### src/cwd_pkg.sv
package cwd_pkg;

  localparam logic [7:0] CrcPoly = 8'h31;
  localparam logic [7:0] CrcInit = 8'h00;

  localparam logic [2:0] PosFirstCrc  = 3'd2;
  localparam logic [2:0] PosSecondCrc = 3'd5;
  localparam logic [2:0] PosStart     = 3'd0;

  typedef struct packed {
    logic [7:0] rx_byte;
    logic       first_byte;
  } in_item_t;

  typedef struct packed {
    logic [31:0] word_value;
    logic        check_status;
  } out_item_t;

  function automatic logic [7:0] crc8_update(input logic [7:0] crc, input logic [7:0] data);
    logic [7:0] c;
    c = crc ^ data;
    for (int i = 0; i < 8; i++) begin
      if (c[7]) begin
        c = {c[6:0], 1'b0} ^ CrcPoly;
      end else begin
        c = {c[6:0], 1'b0};
      end
    end
    return c;
  endfunction

endpackage

### src/cwd_deframe_core.sv
module cwd_deframe_core (
  input  logic              clk_i,
  input  logic              rst_ni,
  input  logic              step_i,
  input  cwd_pkg::in_item_t item_i,
  input  logic              long_word_mode_i,
  output logic              final_o,
  output cwd_pkg::out_item_t result_o
);
  import cwd_pkg::*;

  logic [2:0]  pos_q, pos_d, pos;
  logic [7:0]  crc_q, crc_d, crc_base;
  logic [31:0] acc_q, acc_d, acc_base;
  logic        mis_q, mis_d, mis_base, mis_now;
  logic        is_crc;

  always_comb begin
    pos      = item_i.first_byte ? PosStart : pos_q;
    crc_base = item_i.first_byte ? CrcInit : crc_q;
    acc_base = item_i.first_byte ? 32'd0 : acc_q;
    mis_base = item_i.first_byte ? 1'b0 : mis_q;
    if (pos > PosSecondCrc) begin
      pos = PosStart;
    end

    is_crc  = (pos == PosFirstCrc) || (pos == PosSecondCrc);
    mis_now = mis_base | (is_crc && (crc_base != item_i.rx_byte));
    final_o = is_crc && ((pos == PosSecondCrc) || !long_word_mode_i);

    result_o.word_value   = mis_now ? 32'd0 : acc_base;
    result_o.check_status = mis_now;

    if (final_o) begin
      pos_d = PosStart;
      crc_d = CrcInit;
      acc_d = 32'd0;
      mis_d = 1'b0;
    end else if (is_crc) begin
      pos_d = pos + 3'd1;
      crc_d = CrcInit;
      acc_d = acc_base;
      mis_d = mis_now;
    end else begin
      pos_d = pos + 3'd1;
      crc_d = crc8_update(crc_base, item_i.rx_byte);
      acc_d = {acc_base[23:0], item_i.rx_byte};
      mis_d = mis_base;
    end
  end

  always_ff @(posedge clk_i or negedge rst_ni) begin
    if (!rst_ni) begin
      pos_q <= PosStart;
      crc_q <= CrcInit;
      acc_q <= 32'd0;
      mis_q <= 1'b0;
    end else if (step_i) begin
      pos_q <= pos_d;
      crc_q <= crc_d;
      acc_q <= acc_d;
      mis_q <= mis_d;
    end
  end

endmodule

### config.mk
export PLATFORM = sky130hd
export DESIGN_NAME = cwd_deframe_core
export DESIGN_NICKNAME = d
export VERILOG_FILES = /design/src/cwd_pkg.sv /design/src/cwd_deframe_core.sv
export SDC_FILE = /design/constraint.sdc
export NUM_CORES = 1
export LEC_CHECK = 0
export BUFFER_PORTS_ARGS = -buffer_cell sky130_fd_sc_hd__clkbuf_2
export CAP_MARGIN = 15
export CORE_MARGIN = 2
export CORE_UTILIZATION = 30
export DETAILED_ROUTE_END_ITERATION = 8
export PLACE_DENSITY = 0.55
export SYNTH_ARGS = -nofsm -noshare
export SYNTH_HDL_FRONTEND = slang
export SYNTH_SLANG_ARGS = --single-unit
### constraint.sdc
create_clock -name clk_i -period 2.1 [get_ports clk_i]
set_clock_uncertainty 0.15 [all_clocks]
set_input_delay 0.105 -clock clk_i [delete_from_list [all_inputs] [get_ports clk_i]]
set_output_delay 0.105 -clock clk_i [all_outputs]
set_load 0.005 [all_outputs]
[After elaboration in Yosys (flattened, before gate mapping)]
Cells that the tools add are included.
Storage, ports and cells
  register bits after elaboration: 44
  word-level logic and storage cells: 59
Operators by class
  add/sub/neg operators: 1
  order comparisons: 1
  equality and inequality tests: 3
  muxes and demuxes: 35
  bitwise logic cells: 10
  reductions and logical operators: 5
Operators by type and width (number)
  8-bit 2-to-1 mux: 17
  32-bit 2-to-1 mux: 4
  6-bit 2-to-1 mux: 8
  3-bit NOT: 8
  3-bit 2-to-1 mux: 3
  8-bit != test: 1
  8-bit XOR: 1
  3-bit by 1-bit adder with 3-bit output (second input constant): 1
  3-bit by 2-bit == test with 1-bit output (second input constant): 1
  3-bit == test (second input constant): 1
  3-bit > comparator (second input constant): 1
  1-bit 2-to-1 mux: 3
  1-bit logical AND: 2
  1-bit logical OR: 2
  1-bit logical NOT: 1
  1-bit bitwise OR: 1

[Longest topological paths before layout]
Gate-level depths: netlist of run 1.
  depth after elaboration: 35
  mapped depth: 8

[Worst setup path before layout of run 1]
OpenSTA, ideal clock, no wires.
  kind: register to output
  start: register crc_q[7]
  end: output port result_o[10] (netlist name)
  arrival time: 1709 ps
  data required time: 1845 ps
  setup slack: 136 ps
  stages on the path, launching flop included: 9
  path buffers: 2
  cells stage by stage: dfrtp_1 buf_6 and4bb_1 a31oi_1 o32ai_1 nand4_1 a211oi_2 clkbuf_2 and2_1
RTL lines
  from (decl): RTL line cwd_deframe_core.sv:13  | logic [7:0] crc_q, crc_d, crc_base;
  from (signal assigned): RTL line cwd_deframe_core.sv:55  | crc_q <= CrcInit;
  from (signal assigned): RTL line cwd_deframe_core.sv:60  | crc_q <= crc_d;
  to (decl): RTL line cwd_deframe_core.sv:8  | output cwd_pkg::out_item_t result_o

==> flow_metrics.env, run 1 <==
export IMPL_status="finished, violations left"
export IMPL_violations="negative setup slack"
export IMPL_io_pins=47
export IMPL_ir_drop_mv=0.493
export IMPL_cpPeakStageDelay_ns=0.41
export IMPL_drive_above_1_share_pct=37.0
export IMPL_core_um2=7810
export IMPL_async_reset_ff_share_pct=100
export IMPL_synthSimpleGateAreaFrac_pct=17.8
export IMPL_synth_area_mux_share_pct=0
export IMPL_relSlewSlack_pct=61.4
export IMPL_row_count=32
export IMPL_cellLeakagePower_nw=1.54
export IMPL_clk_path_buf_depth=2
export IMPL_reg2reg_from="crc_q[3]$_DFFE_PN0P_"
export IMPL_netlist_area_um2=2430
export IMPL_crit_path_start_kind="register"
export IMPL_antennaDiodeCount=0
export IMPL_grt_pass1_vias=1885
export IMPL_root_buffer="clkbuf_8"
export IMPL_vias_per_cell=4.91
export IMPL_hp_start="item_i[7]"
export IMPL_wl_per_cell_um=14.6
export IMPL_insertion_delay_ns=0.30
export IMPL_ant_nets=0
export IMPL_hold_viol_final=0
export IMPL_synth_commonest_cells="44 x dfrtp_1, 32 x a22o_1, 32 x and2_1"
export IMPL_grt_pass1_wl_mm=9.57
export IMPL_r2r_cells=8
export IMPL_max_freq_mhz=406
export IMPL_overflow=0
export IMPL_num_nets_final=310
export IMPL_final_cells=399
export IMPL_synth_compound_area_share_pct=20.0
export IMPL_min_to="acc_q[6]$_DFFE_PN0P_"
export IMPL_syn2layout_area_growth_pct=38.6
export IMPL_setup_ws_ns=-0.360
export IMPL_drtIter0Drc=78
export IMPL_dr_pass1_iters=4
export IMPL_crit_chain="and4bb_2 -> a31oi_1 -> o32ai_2 -> nand4_1 -> a211oi_4 -> buf_6 -> clkbuf_16 -> and2_4 -> buf_6"
export IMPL_syn_avg_cell_area_um2=10.4
export IMPL_slew_violations=0
export IMPL_yosys_warnings=0
export IMPL_synthAdderAreaFrac_pct=0
export IMPL_grt_setup_unrepaired="true"
export IMPL_synth_nets=247
export IMPL_gp_congestion=0.770
export IMPL_synth_area_top_cells="dfrtp_1 45%, a22o_1 12%, and2_1 8.2%"
export IMPL_clkTransAtPathRegs_ns=0.09
export IMPL_p_per_area_nw_per_um2=1010
export IMPL_cts_max_level=2
export IMPL_syn_inst=234
export IMPL_arrival_ns=2.21
export IMPL_drc_errors=0
export IMPL_antenna_found_initial=0
export IMPL_crit_required_ns=1.85
export IMPL_timing_final_crit_share_pct=117
export IMPL_fp_dieW_um=94.0
export IMPL_critPathKind="register to primary output"
export IMPL_worst_pin_slew_ns=0.579
export IMPL_cp_common_cell="buf_6"
export IMPL_synth_top_family_by_area="compound AO/OA/AOI/OAI gates"
export IMPL_start_util_pct=31.2
export IMPL_r2r_end="crc_q[5]$_DFFE_PN0P_"
export IMPL_die_h_um=94.0
export IMPL_yosysTopAreaCell="dfrtp_1"
export IMPL_min_period_ns=2.46
export IMPL_worst_path_max_fanout=8
export IMPL_grtUsageTotal_pct=13.8
export IMPL_cts_tree="yes"
export IMPL_cts_sinks=44
export IMPL_numCtsBuffers=5
export IMPL_ys_flop_type="dfrtp_1"
export IMPL_fillers=752
export IMPL_grt_max_degree=45
export IMPL_holdPathStages=2
export IMPL_ys_seq_area_share_pct=45.3
export IMPL_synth_xor_area_share_pct=11.4
export IMPL_max_cap_violations=0
export IMPL_reg2reg_slack_ns=-0.05
export IMPL_dp_hpwl_mm=3.92
export IMPL_yosysUniqueCellTypes=39
export IMPL_synth_edf_count=0
export IMPL_yosysMostFrequentCell="dfrtp_1"
export IMPL_cp_slowest_cell="dfrtp_1"
export IMPL_worstHoldPathType="input port to register"
export IMPL_finalSetupViolCount=33
export IMPL_dp_cells=380
export IMPL_io_buffers=46
export IMPL_yosys_area_top_type_share_pct=45.3
export IMPL_die_area_um2=8840
export IMPL_end_kind="primary output"
export IMPL_setup_tns_ns=-11.03
export IMPL_utilization_pct=43.2
export IMPL_finalWirelength_mm=5.84
export IMPL_via_count=1958
export IMPL_ys_seq_elements=44
==> layout make-up <==
cell class | count | area, µm² | share of cell area [%]
Inverter | 9 | 33.8 | 1.00
Timing Repair Buffer | 75 | 661 | 19.6
Multi-Input combinational cell | 162 | 1320 | 39.1
Tap cell | 102 | 128 | 3.79
Sequential cell | 44 | 1100 | 32.7
Clock buffer | 5 | 68.8 | 2.04
Clock inverter | 2 | 60.1 | 1.78
==> cells in the final DEF, fill, tap and decap left out, types with 3 or more instances in the layout <==
cell / synthesis / routed
dfrtp_1: 44 / 44
buf_6: 1 / 20
a22o_1: 32 / 32
dlygate4sd3_1: 0 / 6
inv_1: 9 / 9
clkbuf_8: 0 / 5
clkbuf_2: 4 / 27
xor2_1: 5 / 5
buf_4: 1 / 17
nor2_1: 13 / 12
buf_12: 0 / 3
xnor2_1: 22 / 22
o22ai_1: 5 / 5
and2_1: 32 / 11
a31oi_1: 6 / 6
nand2b_1: 3 / 3
nand2_1: 8 / 8
nor2b_1: 6 / 6
and2_4: 0 / 21
o32ai_2: 0 / 3
==> cell families after synthesis <==
group	count (synthesis)
compound gates	60
flops	44
xor+xnor	29
simple gates	73
buf+inv	28
==> how the worst max path moves through the flow <==
stage                               startpoint           end  slack, ns  cells after the start
final                     crc_q[1]$_DFFE_PN0P_  result_o[30]      -0.36                      9
after global routing      crc_q[3]$_DFFE_PN0P_  result_o[17]      -0.51                      9
after global placement    crc_q[1]$_DFFE_PN0P_   result_o[2]      -0.04                      8
after floorplan           crc_q[7]$_DFFE_PN0P_  result_o[10]       0.14                      8
after CTS                 crc_q[1]$_DFFE_PN0P_   result_o[8]      -0.35                      9
after detailed placement  crc_q[2]$_DFFE_PN0P_   result_o[2]      -0.09                      8
==> through the flow <==
step                      area (µm²)  total power [mW]  hold WS, ns  worst slack (ns)
after global placement          2860              2.38       0.0780           -0.0408
after CTS                       3140              3.27      -0.0169            -0.349
after detailed placement        2860              2.40       0.0845           -0.0926
after floorplan                 2430              2.06       -0.341             0.136
final                           3370              3.39       0.0312            -0.360
after global routing            3370              3.62       0.0435            -0.506
==> critical path: cells and delay by family (launching register included) <==
kind | cells | cell delay [ns]
and+or+nand+nor | 3 | 0.64
AOI/OAI and AO/OA | 3 | 0.46
buffers and inverters | 3 | 0.40
DFF | 1 | 0.41
==> repair_timing <==
action                                 in CTS  in global routing
hold buffers                                5                  1
setup buffers                               3                  1
cloned                                      1                  1
setup endpoints to repair                  33                 35
endpoints found under the hold margin      49                  1
pin swaps                                   7                  8
resized for setup                          10                 48
==> per-layer routing <==
metal  global-route usage, %  up-vias  wire [µm]
li1                        -      953          -
met3                    2.65        4        203
met5                       0        -          0
met2                    22.4       40       2780
met4                    2.90        0         36
met1                    19.0      961       2820
==> sequential cells by signal, indices dropped and copies added, names as in the netlist <==
register,flops
crc_q,8
pos_q,3
mis_q,1
acc_q,32
==> report_power, final <==
part	internal, mW	total, mW	switching (mW)
sequential	1.00	1.15	0.151
combinational	0.832	1.48	0.647
clock	0.468	0.757	0.289
total	2.30	3.39	1.09
Note: power is estimated with default switching activity, not from simulation.
==> inputs of run 2 (changes only) <==
- GPL_TIMING_DRIVEN: unset -> 0
- SETUP_SLACK_MARGIN: unset -> 0.15
==> run 2 against run 1 <==
Via count up 6.4%. Cell area up 7.3%. The flow still finishes with violations (negative setup slack). Highest routed layer unchanged. Cell count up 6.0%. Critical path depth unchanged. Critical path type unchanged.
==> flow_metrics.env, run 2 (same netlist as run 1, synthesis figures left out) <==
export IMPL_status="finished, violations left"
export IMPL_violations="negative setup slack"
export IMPL_crit_required_ns=1.85
export IMPL_crit_chain="nor4bb_2 -> a31oi_1 -> o32ai_2 -> nand4_1 -> a211oi_4 -> buf_6 -> clkbuf_16 -> and2_1 -> clkbuf_2"
export IMPL_overflow=0
export IMPL_min_to="acc_q[5]$_DFFE_PN0P_"
export IMPL_io_pins=47
export IMPL_num_nets_final=333
export IMPL_max_cap_violations=0
export IMPL_ant_nets=0
export IMPL_cpPeakStageDelay_ns=0.43
export IMPL_antenna_found_initial=0
export IMPL_end_kind="primary output"
export IMPL_cts_max_level=2
export IMPL_top_register="acc_q"
export IMPL_start_util_pct=31.2
export IMPL_min_period_ns=2.55
export IMPL_r2r_end="crc_q[5]$_DFFE_PN0P_"
export IMPL_p_per_area_nw_per_um2=1020
export IMPL_numCtsBuffers=5
export IMPL_crit_path_start_kind="register"
export IMPL_critPathKind="register to primary output"
export IMPL_final_cell_mix="43 x dfrtp_1, 35 x buf_6, 32 x a22o_1"
export IMPL_via_count=2083
export IMPL_max_freq_mhz=393
export IMPL_cp_slowest_cell="dfrtp_1"
export IMPL_relSlewSlack_pct=60.3
export IMPL_die_area_um2=8840
export IMPL_largestRegisters="acc_q (32), crc_q (8), pos_q (3)"
export IMPL_io_buffers=44
export IMPL_hold_viol_final=0
export IMPL_vias_per_cell=4.92
export IMPL_arrival_ns=2.29
export IMPL_dp_hpwl_mm=4.18
export IMPL_drtIter0Drc=70
export IMPL_setup_tns_ns=-13.94
export IMPL_grt_pass1_vias=1977
export IMPL_cellLeakagePower_nw=1.67
export IMPL_drive_above_1_share_pct=43.0
export IMPL_clk_path_buf_depth=2
export IMPL_reg2reg_slack_ns=-0.09
export IMPL_holdPathStages=2
export IMPL_r2r_cells=9
export IMPL_cts_sinks=44
export IMPL_root_buffer="clkbuf_8"
export IMPL_slew_violations=0
export IMPL_antennaDiodeCount=0
export IMPL_power_mw=3.67
export IMPL_worst_path_max_fanout=7
export IMPL_die_h_um=94.0
export IMPL_ir_drop_mv=0.474
export IMPL_cts_tree="yes"
export IMPL_grt_pass1_wl_mm=10.1
export IMPL_clkTransAtPathRegs_ns=0.10
export IMPL_wl_per_cell_um=15.2
export IMPL_finalSetupViolCount=37
export IMPL_grt_max_degree=45
export IMPL_insertion_delay_ns=0.31
export IMPL_worst_pin_slew_ns=0.596
export IMPL_worstSetupStartpoint="crc_q[3]$_DFFE_PN0P_"
export IMPL_finalWirelength_mm=6.44
export IMPL_fp_dieW_um=94.0
export IMPL_grtUsageTotal_pct=14.8
export IMPL_largest_reg_flops=32
export IMPL_hp_start="item_i[6]"
export IMPL_core_um2=7810
export IMPL_drc_errors=0
export IMPL_worstHoldPathType="input port to register"
export IMPL_gp_congestion=0.783
export IMPL_syn2layout_area_growth_pct=48.7
export IMPL_final_common_cell="dfrtp_1"
export IMPL_setup_ws_ns=-0.446
export IMPL_row_count=32
export IMPL_reg2reg_from="crc_q[3]$_DFFE_PN0P_"
export IMPL_grt_setup_unrepaired="true"
export IMPL_dr_pass1_iters=4
export IMPL_timing_final_crit_share_pct=121
[run 2: cell types whose count changed in the layout (fill, tap and decap cells not counted), sizes merged]
cell / before / now
inv: 9 / 10
bufinv: 2 / 1
clkbuf: 33 / 31
buf: 41 / 64
dlygate4sd3: 6 / 8
clkinvlp: 0 / 1
[run 2: layout make-up]
cell class                 instances  area (µm²)
fill                             727        4190
multi-input combinational        162        1370
sequential                        44        1100
timing repair buffer              79         694
buffer                            19         176
tap                              102         128
clock buffer                       5        68.8
clock inverter                     3        46.3
inverter                           9        33.8
[run 2: critical path, delay by kind of cell, from the launching register on]
| kind | cells | cell delay, ns |
|---|---|---|
| simple gates | 3 | 0.62 |
| buf+inv | 3 | 0.44 |
| compound gates | 3 | 0.48 |
| flops | 1 | 0.43 |
[run 2: worst max-delay path by stage]
stage	end	slack, ns	depth (start not counted)
detailed placement	result_o[5]	-0.32	8
global placement	result_o[3]	-0.31	8
CTS	result_o[15]	-0.48	9
global route	result_o[27]	-0.64	9
floorplan	crc_q[0]$_DFFE_PN0P_	0.16	7
finish	result_o[12]	-0.45	9
[run 2: per-layer routing]
| layer | global-route usage, % | vias up | share of wire (%) |
|---|---|---|---|
| met1 | 19.4 | 1029 | 45 |
| met5 | 0 | - | 0 |
| met2 | 24.6 | 44 | 50 |
| met3 | 3.53 | 5 | 4.2 |
| met4 | 3.99 | 0 | 0.95 |
| li1 | - | 1005 | - |
[run 2: repair_timing]
| action | 4_1_cts | 5_1_grt |
|---|---|---|
| setup buffers | 14 | 9 |
| setup endpoints to repair | 70 | 72 |
| hold buffers | 8 | 0 |
| endpoints found under the hold margin | 51 | 0 |
| resized for setup | 45 | 65 |
| pin swaps | 18 | 12 |
| gates cloned | 2 | 1 |
[run 2: stage by stage]
| step | cell area (µm²) | setup slack [ns] | std cells | utilization, % | hold WS, ns |
|---|---|---|---|---|---|
| after floorplan | 2430 | 0.159 | 234 | - | -0.341 |
| after global placement | 2780 | -0.307 | 380 | 35.6 | 0.225 |
| after detailed placement | 2780 | -0.323 | 380 | 35.6 | 0.222 |
| after CTS | 3280 | -0.475 | 412 | 42.1 | 0.0153 |
| after global routing | 3620 | -0.639 | 423 | 46.3 | 0.0386 |
| final | 3620 | -0.446 | 423 | 46.3 | 0.0237 |
[run 2: where the power goes]
| group | total (mW) | switching, mW | internal (mW) |
|---|---|---|---|
| clock | 0.683 | 0.324 | 0.359 |
| sequential | 1.16 | 0.152 | 1.00 |
| combinational | 1.84 | 0.759 | 1.08 |
